[config.mk]
export PLATFORM = sky130hd
export DESIGN_NAME = ima_adpcm_encoder_flat
export DESIGN_NICKNAME = d
export VERILOG_FILES = /design/src/sv/ima_enc_pkg.sv /design/src/sv/ima_enc_in_if.sv /design/src/sv/ima_enc_out_if.sv /design/src/sv/ima_enc_quant.sv /design/src/sv/ima_adpcm_encoder.sv /design/src/flat_wrapper.sv
export SDC_FILE = /design/constraint.sdc
export NUM_CORES = 1
export LEC_CHECK = 0
export ABC_AREA = 1
export BUFFER_PORTS_ARGS = -buffer_cell sky130_fd_sc_hd__clkbuf_2
export CORE_MARGIN = 4
export CORE_UTILIZATION = 45
export DETAILED_ROUTE_END_ITERATION = 6
export GPL_TIMING_DRIVEN = 0
export HOLD_SLACK_MARGIN = 0.1
export PLACE_DENSITY_LB_ADDON = 0.25
export SYNTH_ARGS = -nofsm -noshare
export SYNTH_HDL_FRONTEND = slang
export SYNTH_HIERARCHICAL = 1
export SYNTH_SLANG_ARGS = --single-unit
[constraint.sdc]
create_clock -name clk -period 19.5 [get_ports clk]
set_clock_uncertainty 0.2 [all_clocks]
set_input_delay 1.95 -clock clk [delete_from_list [all_inputs] [get_ports clk]]
set_output_delay 1.95 -clock clk [all_outputs]
set_load 0.01 [all_outputs]
[src/sv/ima_enc_pkg.sv]
// ima_enc_pkg: types, constants and tables of the ima adpcm encoder
// no dependencies; imported by the interfaces and all modules
`timescale 1ns / 1ps

package ima_enc_pkg;

	// channel count and field widths
	localparam int CHANNELS = 2;
	localparam int CHAN_W   = 1;
	localparam int SAMPLE_W = 16;
	localparam int IDX_W    = 7;
	localparam int STEP_W   = 15;
	localparam int NIB_W    = 4;
	localparam int BYTE_W   = 8;

	localparam logic [IDX_W-1:0] STEP_MAX_INDEX = 7'd88;
	localparam logic signed [SAMPLE_W+1:0] PRED_MAX = 18'sd32767;
	localparam logic signed [SAMPLE_W+1:0] PRED_MIN = -18'sd32767;

	typedef logic [CHAN_W-1:0]          chan_t;
	typedef logic signed [SAMPLE_W-1:0] sample_t;
	typedef logic [IDX_W-1:0]           idx_t;
	typedef logic [STEP_W-1:0]          step_t;
	typedef logic [NIB_W-1:0]           nibble_t;
	typedef logic [BYTE_W-1:0]          byte_t;

	// predictor state of one channel, as seen by the coder
	typedef struct packed {
		sample_t pred;
		idx_t    idx;
	} chan_state_t;

	// coder result: code nibble and next predictor state
	typedef struct packed {
		nibble_t code;
		sample_t pred;
		idx_t    idx;
	} quant_res_t;

	// quantizer step sizes, 89 entries
	localparam step_t STEP_TABLE [89] = '{
		15'd7, 15'd8, 15'd9, 15'd10, 15'd11, 15'd12, 15'd13, 15'd14,
		15'd16, 15'd17, 15'd19, 15'd21, 15'd23, 15'd25, 15'd28, 15'd31,
		15'd34, 15'd37, 15'd41, 15'd45, 15'd50, 15'd55, 15'd60, 15'd66,
		15'd73, 15'd80, 15'd88, 15'd97, 15'd107, 15'd118, 15'd130, 15'd143,
		15'd157, 15'd173, 15'd190, 15'd209, 15'd230, 15'd253, 15'd279, 15'd307,
		15'd337, 15'd371, 15'd408, 15'd449, 15'd494, 15'd544, 15'd598, 15'd658,
		15'd724, 15'd796, 15'd876, 15'd963, 15'd1060, 15'd1166, 15'd1282, 15'd1411,
		15'd1552, 15'd1707, 15'd1878, 15'd2066, 15'd2272, 15'd2499, 15'd2749,
		15'd3024,
		15'd3327, 15'd3660, 15'd4026, 15'd4428, 15'd4871, 15'd5358, 15'd5894,
		15'd6484,
		15'd7132, 15'd7845, 15'd8630, 15'd9493, 15'd10442, 15'd11487, 15'd12635,
		15'd13899,
		15'd15289, 15'd16818, 15'd18500, 15'd20350, 15'd22385, 15'd24623,
		15'd27086, 15'd29794,
		15'd32767
	};

	// step index adjustment by magnitude bits
	localparam logic signed [4:0] INDEX_ADJUST [8] = '{
		-5'sd1, -5'sd1, -5'sd1, -5'sd1, 5'sd2, 5'sd4, 5'sd6, 5'sd8
	};

endpackage

[src/sv/ima_enc_in_if.sv]
// ima_enc_in_if: sample channel of the encoder (valid, ready, payload)
// depends on ima_enc_pkg
`timescale 1ns / 1ps

interface ima_enc_in_if
	import ima_enc_pkg::*;
();
	logic    valid;
	logic    ready;
	chan_t   chan;
	sample_t sample;
	logic    block_start;

	modport source (output valid, output chan, output sample, output block_start,
		input ready);
	modport sink (input valid, input chan, input sample, input block_start,
		output ready);
endinterface

[src/sv/ima_enc_out_if.sv]
// ima_enc_out_if: code byte channel of the encoder (valid, ready, payload)
// depends on ima_enc_pkg
`timescale 1ns / 1ps

interface ima_enc_out_if
	import ima_enc_pkg::*;
();
	logic  valid;
	logic  ready;
	chan_t out_chan;
	byte_t code_byte;

	modport source (output valid, output out_chan, output code_byte, input ready);
	modport sink (input valid, input out_chan, input code_byte, output ready);
endinterface

[src/sv/ima_enc_quant.sv]
// ima_enc_quant: combinational adpcm coder for one sample
// codes the sample against the predictor and step, rebuilds the predictor
// depends on ima_enc_pkg
`timescale 1ns / 1ps

module ima_enc_quant
	import ima_enc_pkg::*;
(
	input  sample_t     smp,
	input  chan_state_t st,
	output quant_res_t  res
);

	idx_t                   idx_lim;
	step_t                  step;
	logic signed [SAMPLE_W:0] diff;
	logic [SAMPLE_W:0]      mag0, mag1, mag2;
	logic                   neg, b2, b1, b0;
	logic [SAMPLE_W:0]      recon;
	logic signed [SAMPLE_W+1:0] pred_ext, pred_sum;
	logic signed [IDX_W+1:0] idx_sum;

	// step lookup, index held within the table
	assign idx_lim = (st.idx > STEP_MAX_INDEX) ? STEP_MAX_INDEX : st.idx;
	assign step    = STEP_TABLE[idx_lim];

	// sign and three magnitude bits by successive compare and subtract
	always_comb begin
		diff = {smp[SAMPLE_W-1], smp} - {st.pred[SAMPLE_W-1], st.pred};
		neg  = diff[SAMPLE_W];
		mag0 = neg ? (SAMPLE_W+1)'(-diff) : (SAMPLE_W+1)'(diff);
		b2   = mag0 >= {2'b00, step};
		mag1 = b2 ? (mag0 - {2'b00, step}) : mag0;
		b1   = mag1 >= {3'b000, step[STEP_W-1:1]};
		mag2 = b1 ? (mag1 - {3'b000, step[STEP_W-1:1]}) : mag1;
		b0   = mag2 >= {4'b0000, step[STEP_W-1:2]};
	end

	// predictor rebuild and clamp
	always_comb begin
		recon = {5'b00000, step[STEP_W-1:3]};
		if (b2) recon = recon + {2'b00, step};
		if (b1) recon = recon + {3'b000, step[STEP_W-1:1]};
		if (b0) recon = recon + {4'b0000, step[STEP_W-1:2]};
		pred_ext = {{2{st.pred[SAMPLE_W-1]}}, st.pred};
		if (neg) pred_sum = pred_ext - $signed({1'b0, recon});
		else     pred_sum = pred_ext + $signed({1'b0, recon});
	end

	// step index update and clamp
	assign idx_sum = $signed({2'b00, idx_lim}) + {{4{INDEX_ADJUST[{b2, b1, b0}][4]}},
		INDEX_ADJUST[{b2, b1, b0}]};

	always_comb begin
		res.code = {neg, b2, b1, b0};
		priority if (pred_sum > PRED_MAX) res.pred = PRED_MAX[SAMPLE_W-1:0];
		else if (pred_sum < PRED_MIN)     res.pred = PRED_MIN[SAMPLE_W-1:0];
		else                              res.pred = pred_sum[SAMPLE_W-1:0];
		priority if (idx_sum < 0)                       res.idx = '0;
		else if (idx_sum > $signed({2'b00, STEP_MAX_INDEX})) res.idx = STEP_MAX_INDEX;
		else                                            res.idx = idx_sum[IDX_W-1:0];
	end

endmodule

[src/sv/ima_adpcm_encoder.sv]
// ima_adpcm_encoder: top level, input register, channel state, output register
// depends on ima_enc_pkg, ima_enc_in_if, ima_enc_out_if, ima_enc_quant
`timescale 1ns / 1ps

// Multichannel 4-bit IMA ADPCM encoder. One signed 16-bit sample word is taken
// per cycle into an input register unless a stall holds it; from there it is
// coded against its channel's predictor and step index, the channel state is
// written back and, on every second code of a pair, a packed byte (earlier code
// in the high nibble) is loaded into the output register and offered on the
// code channel. Sustained rate is one sample per cycle while the code channel
// does not stall, also for repeated samples of the same channel, set by the
// read-modify-write of the per-channel state around the coder.
// block_start restarts the pairing and drops a held code; samples for a channel
// at or above CHANNELS are dropped without a byte. A stall on the code channel
// holds the input register only when a byte is waiting and the next sample
// would complete another.
module ima_adpcm_encoder
	import ima_enc_pkg::*;
(
	input  logic       clk,
	input  logic       arst_n,
	ima_enc_in_if.sink    samples,
	ima_enc_out_if.source codes
);

	// input register
	logic    valid_s1;
	chan_t   chan_s1;
	sample_t sample_s1;
	logic    start_s1;

	// channel state
	sample_t pred_q  [CHANNELS];
	idx_t    idx_q   [CHANNELS];
	nibble_t held_q  [CHANNELS];
	logic    phase_q [CHANNELS];

	// output register
	logic  out_valid_q;
	chan_t out_chan_q;
	byte_t out_byte_q;

	chan_state_t st;
	quant_res_t  res;
	logic        chan_ok, emit, advance;

	// coder on the registered sample
	assign st = {pred_q[chan_s1], idx_q[chan_s1]};

	ima_enc_quant u_quant (
		.smp (sample_s1),
		.st  (st),
		.res (res)
	);

	// handshake control
	assign chan_ok = int'(chan_s1) < CHANNELS;
	assign emit    = chan_ok && phase_q[chan_s1] && !start_s1;
	assign advance = valid_s1 && (!emit || !out_valid_q || codes.ready);
	assign samples.ready = !valid_s1 || advance;

	// input register
	always_ff @(posedge clk or negedge arst_n) begin
		if (!arst_n) begin
			valid_s1 <= 1'b0;
		end else if (samples.valid && samples.ready) begin
			valid_s1 <= 1'b1;
		end else if (advance) begin
			valid_s1 <= 1'b0;
		end
	end

	always_ff @(posedge clk) begin
		if (samples.valid && samples.ready) begin
			chan_s1   <= samples.chan;
			sample_s1 <= samples.sample;
			start_s1  <= samples.block_start;
		end
	end

	// channel state write-back
	always_ff @(posedge clk or negedge arst_n) begin
		if (!arst_n) begin
			for (int c = 0; c < CHANNELS; c++) begin
				pred_q[c]  <= '0;
				idx_q[c]   <= '0;
				held_q[c]  <= '0;
				phase_q[c] <= 1'b0;
			end
		end else if (advance && chan_ok) begin
			pred_q[chan_s1]  <= res.pred;
			idx_q[chan_s1]   <= res.idx;
			phase_q[chan_s1] <= !emit;
			if (!emit) held_q[chan_s1] <= res.code;
		end
	end

	// output register
	always_ff @(posedge clk or negedge arst_n) begin
		if (!arst_n) begin
			out_valid_q <= 1'b0;
		end else if (advance && emit) begin
			out_valid_q <= 1'b1;
		end else if (codes.ready) begin
			out_valid_q <= 1'b0;
		end
	end

	always_ff @(posedge clk) begin
		if (advance && emit) begin
			out_chan_q <= chan_s1;
			out_byte_q <= {held_q[chan_s1], res.code};
		end
	end

	assign codes.valid     = out_valid_q;
	assign codes.out_chan  = out_chan_q;
	assign codes.code_byte = out_byte_q;

	// a waiting byte is never overwritten
	assert property (@(posedge clk) disable iff (!arst_n)
		out_valid_q && !codes.ready |=> out_valid_q && $stable(out_byte_q))
		else $error("waiting code byte lost");

	// a byte always leaves the channel expecting a high nibble
	assert property (@(posedge clk) disable iff (!arst_n)
		advance && emit |=> !phase_q[$past(chan_s1)])
		else $error("pair phase not restarted after byte");

	// per-channel bounds of index and predictor
	for (genvar g = 0; g < CHANNELS; g++) begin : g_chk
		assert property (@(posedge clk) disable iff (!arst_n)
			idx_q[g] <= STEP_MAX_INDEX && pred_q[g] != {1'b1, {(SAMPLE_W-1){1'b0}}})
			else $error("channel state out of range");
	end

endmodule

[src/flat_wrapper.sv]
// flat-port wrapper written by rule: the top's interface ports become plain ports
module ima_adpcm_encoder_flat import ima_enc_pkg::*;
  (clk, arst_n, samples_valid, samples_chan, samples_sample, samples_block_start, samples_ready, codes_valid, codes_out_chan, codes_code_byte, codes_ready);
  ima_enc_in_if samples_i ();
  ima_enc_out_if codes_i ();
  input  logic clk;
  input  logic arst_n;
  input wire logic [$bits(samples_i.valid)-1:0] samples_valid;
  input wire logic [$bits(samples_i.chan)-1:0] samples_chan;
  input wire logic [$bits(samples_i.sample)-1:0] samples_sample;
  input wire logic [$bits(samples_i.block_start)-1:0] samples_block_start;
  output wire logic [$bits(samples_i.ready)-1:0] samples_ready;
  output wire logic [$bits(codes_i.valid)-1:0] codes_valid;
  output wire logic [$bits(codes_i.out_chan)-1:0] codes_out_chan;
  output wire logic [$bits(codes_i.code_byte)-1:0] codes_code_byte;
  input wire logic [$bits(codes_i.ready)-1:0] codes_ready;
  assign samples_i.valid = samples_valid;
  assign samples_i.chan = samples_chan;
  assign samples_i.sample = samples_sample;
  assign samples_i.block_start = samples_block_start;
  assign samples_ready = samples_i.ready;
  assign codes_valid = codes_i.valid;
  assign codes_out_chan = codes_i.out_chan;
  assign codes_code_byte = codes_i.code_byte;
  assign codes_i.ready = codes_ready;
  ima_adpcm_encoder u_core (.clk(clk), .arst_n(arst_n), .samples(samples_i), .codes(codes_i));
endmodule
Word-level counts from Yosys, hierarchy flattened

Memories as Yosys holds them, arrays and structs flattened.
Index checks and enable logic that the tools add are counted.

Magnitude comparators: 12
Muxes and demuxes: 44
Add/subtract/negate cells: 10
Bitwise logic cells: 4
Reduce and logical (&&, ||, !) cells: 15

Operators with widths:

| operator                                                      | number |
|---|---|
| two-way mux 16 bit                                            | 7 |
| two-way mux 17 bit                                            | 5 |
| two-way mux 7 bit                                             | 7 |
| bitwise mux 32 bit                                            | 1 |
| two-way mux 15 bit                                            | 2 |
| adder 16 x 18 -> 18 bit                                       | 1 |
| > comparator 18 x 16 -> 1 bit (second input constant)         | 1 |
| less-than comparator 18 x 16 -> 1 bit (second input constant) | 1 |
| two-way mux 18 bit                                            | 1 |
| subtractor 16 x 18 -> 18 bit                                  | 1 |
| adder 17 x 13 -> 17 bit                                       | 1 |
| adder 17 x 14 -> 17 bit                                       | 1 |
| >= comparator 17 x 13 -> 1 bit                                | 1 |
| >= comparator 17 x 14 -> 1 bit                                | 1 |
| >= comparator 17 x 15 -> 1 bit                                | 1 |
| negation 17 bit                                               | 1 |
| subtractor 16 x 16 -> 17 bit                                  | 1 |
| subtractor 17 x 14 -> 17 bit                                  | 1 |
| subtractor 17 x 15 -> 17 bit                                  | 1 |
| adder 12 x 15 -> 16 bit                                       | 1 |
| demux 16 bit (select 1 bit)                                   | 1 |
| two-way mux 4 bit                                             | 4 |
| bitwise mux 14 bit                                            | 1 |
| two-way mux 5 bit                                             | 2 |
| 23 further kinds                                              | 40 |

Memory bits (read-only): 1960
Logic and storage cells: 102
Bits of input ports: 22
Memories: 2
Register bits after elaboration: 85
Output and inout bits: 11

Memories:

| memory           | words | bits a word | read ports | clocked after memory_dff | wr ports | line                | source |
|---|---|---|---|---|---|---|---|
| (name not given) | 128   | 15          | 1          | 0                        | 0        | ima_enc_quant.sv:25 | `assign step = STEP_TABLE[idx_lim];` |
| (name not given) | 8     | 5           | 1          | 0                        | 0        | ima_enc_quant.sv:52 | `INDEX_ADJUST[{b2, b1, b0}]};` |

Logic depth before layout (Yosys ltp)

Word-level depth: 24
Depth in mapped cells: 102
Mapped depth without buffers: 96

Modules after synthesis

Netlist, hierarchy kept.

By module, submodules not included:

| module            | area each (µm²) | cells each | seq. area each (µm²) | times used |
|---|---|---|---|---|
| ima_enc_quant     | 9145.0          | 1634       | 0.0                  | 1 |
| ima_adpcm_encoder | 3574.7          | 374        | 2262.2               | 1 |

Worst setup path after synthesis

No wires, ideal clock.

Path type: reg2reg
From: register u_core.chan_s1
To: register u_core/pred_q[30] (netlist bit)
Data required time: 19183 ps
Clock period less this slack: 12888 ps
Setup time: 117 ps
Data arrival time: 12571 ps
Path buffers: 8
Setup slack: 6612 ps
Cell stages (with the launch flop): 94
Cells stage by stage: edfxtp_1 buf_6 inv_4 clkbuf_1 nand2_1 nand2_1 inv_1 nor3_1 nand4_1 nand2_1 inv_1 nor2_1 inv_1 ha_1 inv_1 nor2_1 o21ai_0 a32o_1 [... 58 more ...] nor2_1 nor2_1 nor2_1 nor2_1 inv_1 a21oi_1 nor2_1 o21ai_0 nand2_1 xor2_1 inv_1 nand3_1 nand3_2 buf_6 nand2_1 nand2_1 nand4_1 nand2_1

RTL lines:

| item                          | line                    | source |
|---|---|---|
| start, declared               | ima_adpcm_encoder.sv:28 | `chan_t chan_s1;` |
| start signal, assigned        | ima_adpcm_encoder.sv:75 | `chan_s1 <= samples.chan;` |
| end signal, assigned by index | ima_adpcm_encoder.sv:91 | `pred_q[chan_s1] <= res.pred;` |
| end, declared                 | ima_adpcm_encoder.sv:33 | `sample_t pred_q [CHANNELS];` |

==> metrics.yaml <==
die:
  core_mm2: 0.0279
  placementRows: 61
  die_h_um: 176
  initial_core_util: 0.457
  dieWidth_um: 176
  ios: 33
  dieArea_mm2: 0.0310
clock_tree:
  post_cts_resized: 0
  holdBufCountCts: 0
  post_cts_buffers: 0
  clock_sinks: 85
  cts_buffer_depth: 2
  cts_tree: "done"
  cts-root-buf: "clkbuf_16"
  clk_latency_ns: 0.36
  clkTransAtPathRegs_ns: 0.07
  h-tree-depth: 3
  cts_buffers: 9
yosys:
  async_flop_share: 0.682
  synth_edf_count: 27
  synth_warnings: 6
  syn_inst: 2008
  synth_flop_cell: "dfrtp_1"
  seq_area_frac_synth: 0.178
  synth.distinct_cells: 57
  syn_nets: 2175
  synth_seq_cells: 85
  syn_area_mm2: 0.0127
  avgSynthCellArea_um2: 6.33
timing:
  fin_ws_ns: 1.83
  grt_setup_unrepaired: "false"
  finalHoldViolCount: 0
  finalCriticalPeriod_ns: 17.67
  tightest_slew_ns: 1.18
  setup_viol: 0
  slew_violations: 0
  tns_ns: 0
  fmax_mhz: 56.6
  relSlewSlack: 0.204
  fin_crit_sh: 0.906
worst_setup_path:
  start_kind: "register"
  max_stage_delay_ns: 0.81
  worstPathArrival_ns: 17.73
  critPathLaunch: "u_core/chan_s1"
  cp_common_cell: "nand2_1"
  cp.required_ns: 19.55
  crit_path_max_fanout: 10
  worstSetupPathType: "reg2reg"
  cpLargestDelayFamily: "simple AND/OR/NAND/NOR gates"
  end_kind: "register"
  slowest_stage: "o21ai_0"
  crit_buf_inv: 19
  r2r-start: "u_core/chan_s1"
routing:
  postRouteAntennaNets: 0
  vias_per_cell: 5.42
  routedWlPerCell_um: 15.6
  drtPass1Iterations: 7
  drcViolationCount: 0
  wirelength_um: 38000
  dr.first_iter.drc_count: 1050
  vias: 13184
grt:
  antenna_found_initial: 0
  grt_pass1_vias: 12586
  grt_overflow: 0
  grt_max_degree: 59
  grt_pass1_wl_um: 63300
  grt_usage: 0.248
hold_path:
  hold_path_class: "reg2reg"
  hold_start: "u_core/pred_q[5]"
run:
  max_cap_viol_count: 0
finish:
  fin_nets: 2218
  regArea_mm2: 0.00226
  multiInputGateArea_mm2: 0.00907
  drive_above_1_share: 0.0730
  fillers: 2937
  syn2layout_area_growth_pct: 7.38
  n_antenna_cell: 0
placement:
  routabilityCongestion: 0.980
  dpl.hpwl_um: 30700
  dpl_worst_slack_ns: 1.96
  portBuffers: 32
run_status:
  outcome: "finished clean"
==> cell usage after synthesis (13+ instances only) <==
master | count | area (µm²)
nand2_1 | 619 | 2320
inv_1 | 266 | 998
ha_1 | 137 | 1710
o21ai_0 | 125 | 626
nor2_1 | 122 | 458
a21oi_1 | 120 | 601
nand3_1 | 90 | 450
xor2_1 | 79 | 692
nand4_1 | 71 | 444
dfrtp_1 | 58 | 1450
edfxtp_1 | 27 | 811
xnor2_1 | 27 | 236
clkbuf_1 | 25 | 93.8
nor3_1 | 24 | 120
nand2_2 | 18 | 113
nand3_2 | 13 | 130
==> flip-flops by register name, indices dropped and copies added (netlist names) <==
name                    count
u_core/chan_s1              1
u_core/codes.code_byte      8
u_core/codes.out_chan       1
u_core/codes.valid          1
u_core/held_q               8
u_core/idx_q               14
u_core/phase_q              2
u_core/pred_q              32
u_core/sample_s1           16
u_core/start_s1             1
u_core/valid_s1             1
==> worst register-to-register path: cells and delay by family (launching register included) <==
family	cells	cell delay [ns]
flip-flops	1	0.40
AO/OA/AOI/OAI	23	4.70
buffers and inverters	19	4.11
XOR/XNOR	2	0.44
adder cells (fa/ha/maj)	6	2.23
AND/OR/NAND/NOR	42	5.54
==> area by class of cell <==
type / count / share of cell area
Buffer: 61 / 0.0256
Clock buffer: 9 / 0.0165
Clock inverter: 7 / 0.00568
Inverter: 276 / 0.0761
Multi-Input combinational cell: 1586 / 0.664
Sequential cell: 85 / 0.166
Tap cell: 378 / 0.0346
Timing Repair Buffer: 32 / 0.0119
==> layout by cell type (no fill, tap or decap), types with 5 or more instances in the layout <==
| cell type | instances |
|---|---|
| clkbuf_16 | 9 |
| a21oi_1 | 120 |
| o21bai_1 | 12 |
| o21a_1 | 6 |
| clkbuf_2 | 31 |
| nand2_2 | 18 |
| buf_2 | 9 |
| buf_1 | 7 |
| clkbuf_1 | 25 |
| a31oi_1 | 8 |
| o21ai_0 | 125 |
| xor2_1 | 79 |
| o221ai_1 | 5 |
| nor2_1 | 122 |
| o22ai_1 | 8 |
| nand4_1 | 71 |
| o31ai_1 | 11 |
| o211ai_1 | 9 |
| nand3_2 | 13 |
| o21ai_1 | 10 |
| xnor2_1 | 27 |
| or2_2 | 12 |
| inv_2 | 7 |
| nand2_1 | 619 |
| inv_1 | 266 |
| dfrtp_1 | 58 |
| nand3_1 | 90 |
| nor4_1 | 6 |
| nor2_2 | 7 |
| buf_4 | 11 |
| edfxtp_1 | 27 |
| nor3_1 | 24 |
| ha_1 | 137 |
| fa_1 | 8 |
| buf_6 | 9 |
==> metal layers <==
| metal | GRT usage | wire, µm |
|---|---|---|
| met5 | 0 | 0 |
| met1 | 0.336 | 17500 |
| met2 | 0.421 | 17500 |
| met3 | 0.0171 | 1860 |
| met4 | 0.0832 | 1220 |
==> kinds of logic (layout without fill, tap and decap cells) <==
kind of cell               count (synthesis)  in the layout  synth area share
adders and majority gates                145            145             0.147
and+or+nand+nor                          997            997             0.342
DFF                                       85             85             0.178
AOI/OAI and AO/OA                        337            337             0.150
xor gates and xnor gates                 107            107            0.0743
buffers and inverters                    337            385             0.109
==> path summary, 6_finish.rpt <==
kind | end | depth (start not counted) | slack, ns
worst max-delay path | u_core/pred_q[23] | 92 | 1.83
worst min-delay path | u_core/pred_q[5] | 2 | 0.27
worst max register to register | u_core/pred_q[23] | 92 | 1.83
worst min register to register | u_core/pred_q[5] | 2 | 0.27
max in group asynchronous | u_core/idx_q[1] | 1 | 17.05
min in group asynchronous | u_core/pred_q[20] | 1 | 1.50
==> through the flow <==
step | instance area [µm²] | hold slack (ns) | std cells | utilization
final | 13700 | 0.273 | 2434 | 0.490
after global routing | 13700 | 0.291 | 2434 | 0.490
after CTS | 13700 | 0.275 | 2434 | 0.490
after detailed placement | 13400 | 0.258 | 2418 | 0.479
after global placement | 13400 | 0.253 | 2418 | 0.479
after floorplan | 12700 | 0.242 | 2008 | -
Power is not shown: default switching activity piles up to over one toggle a cycle in this logic, so the estimate is an artifact.
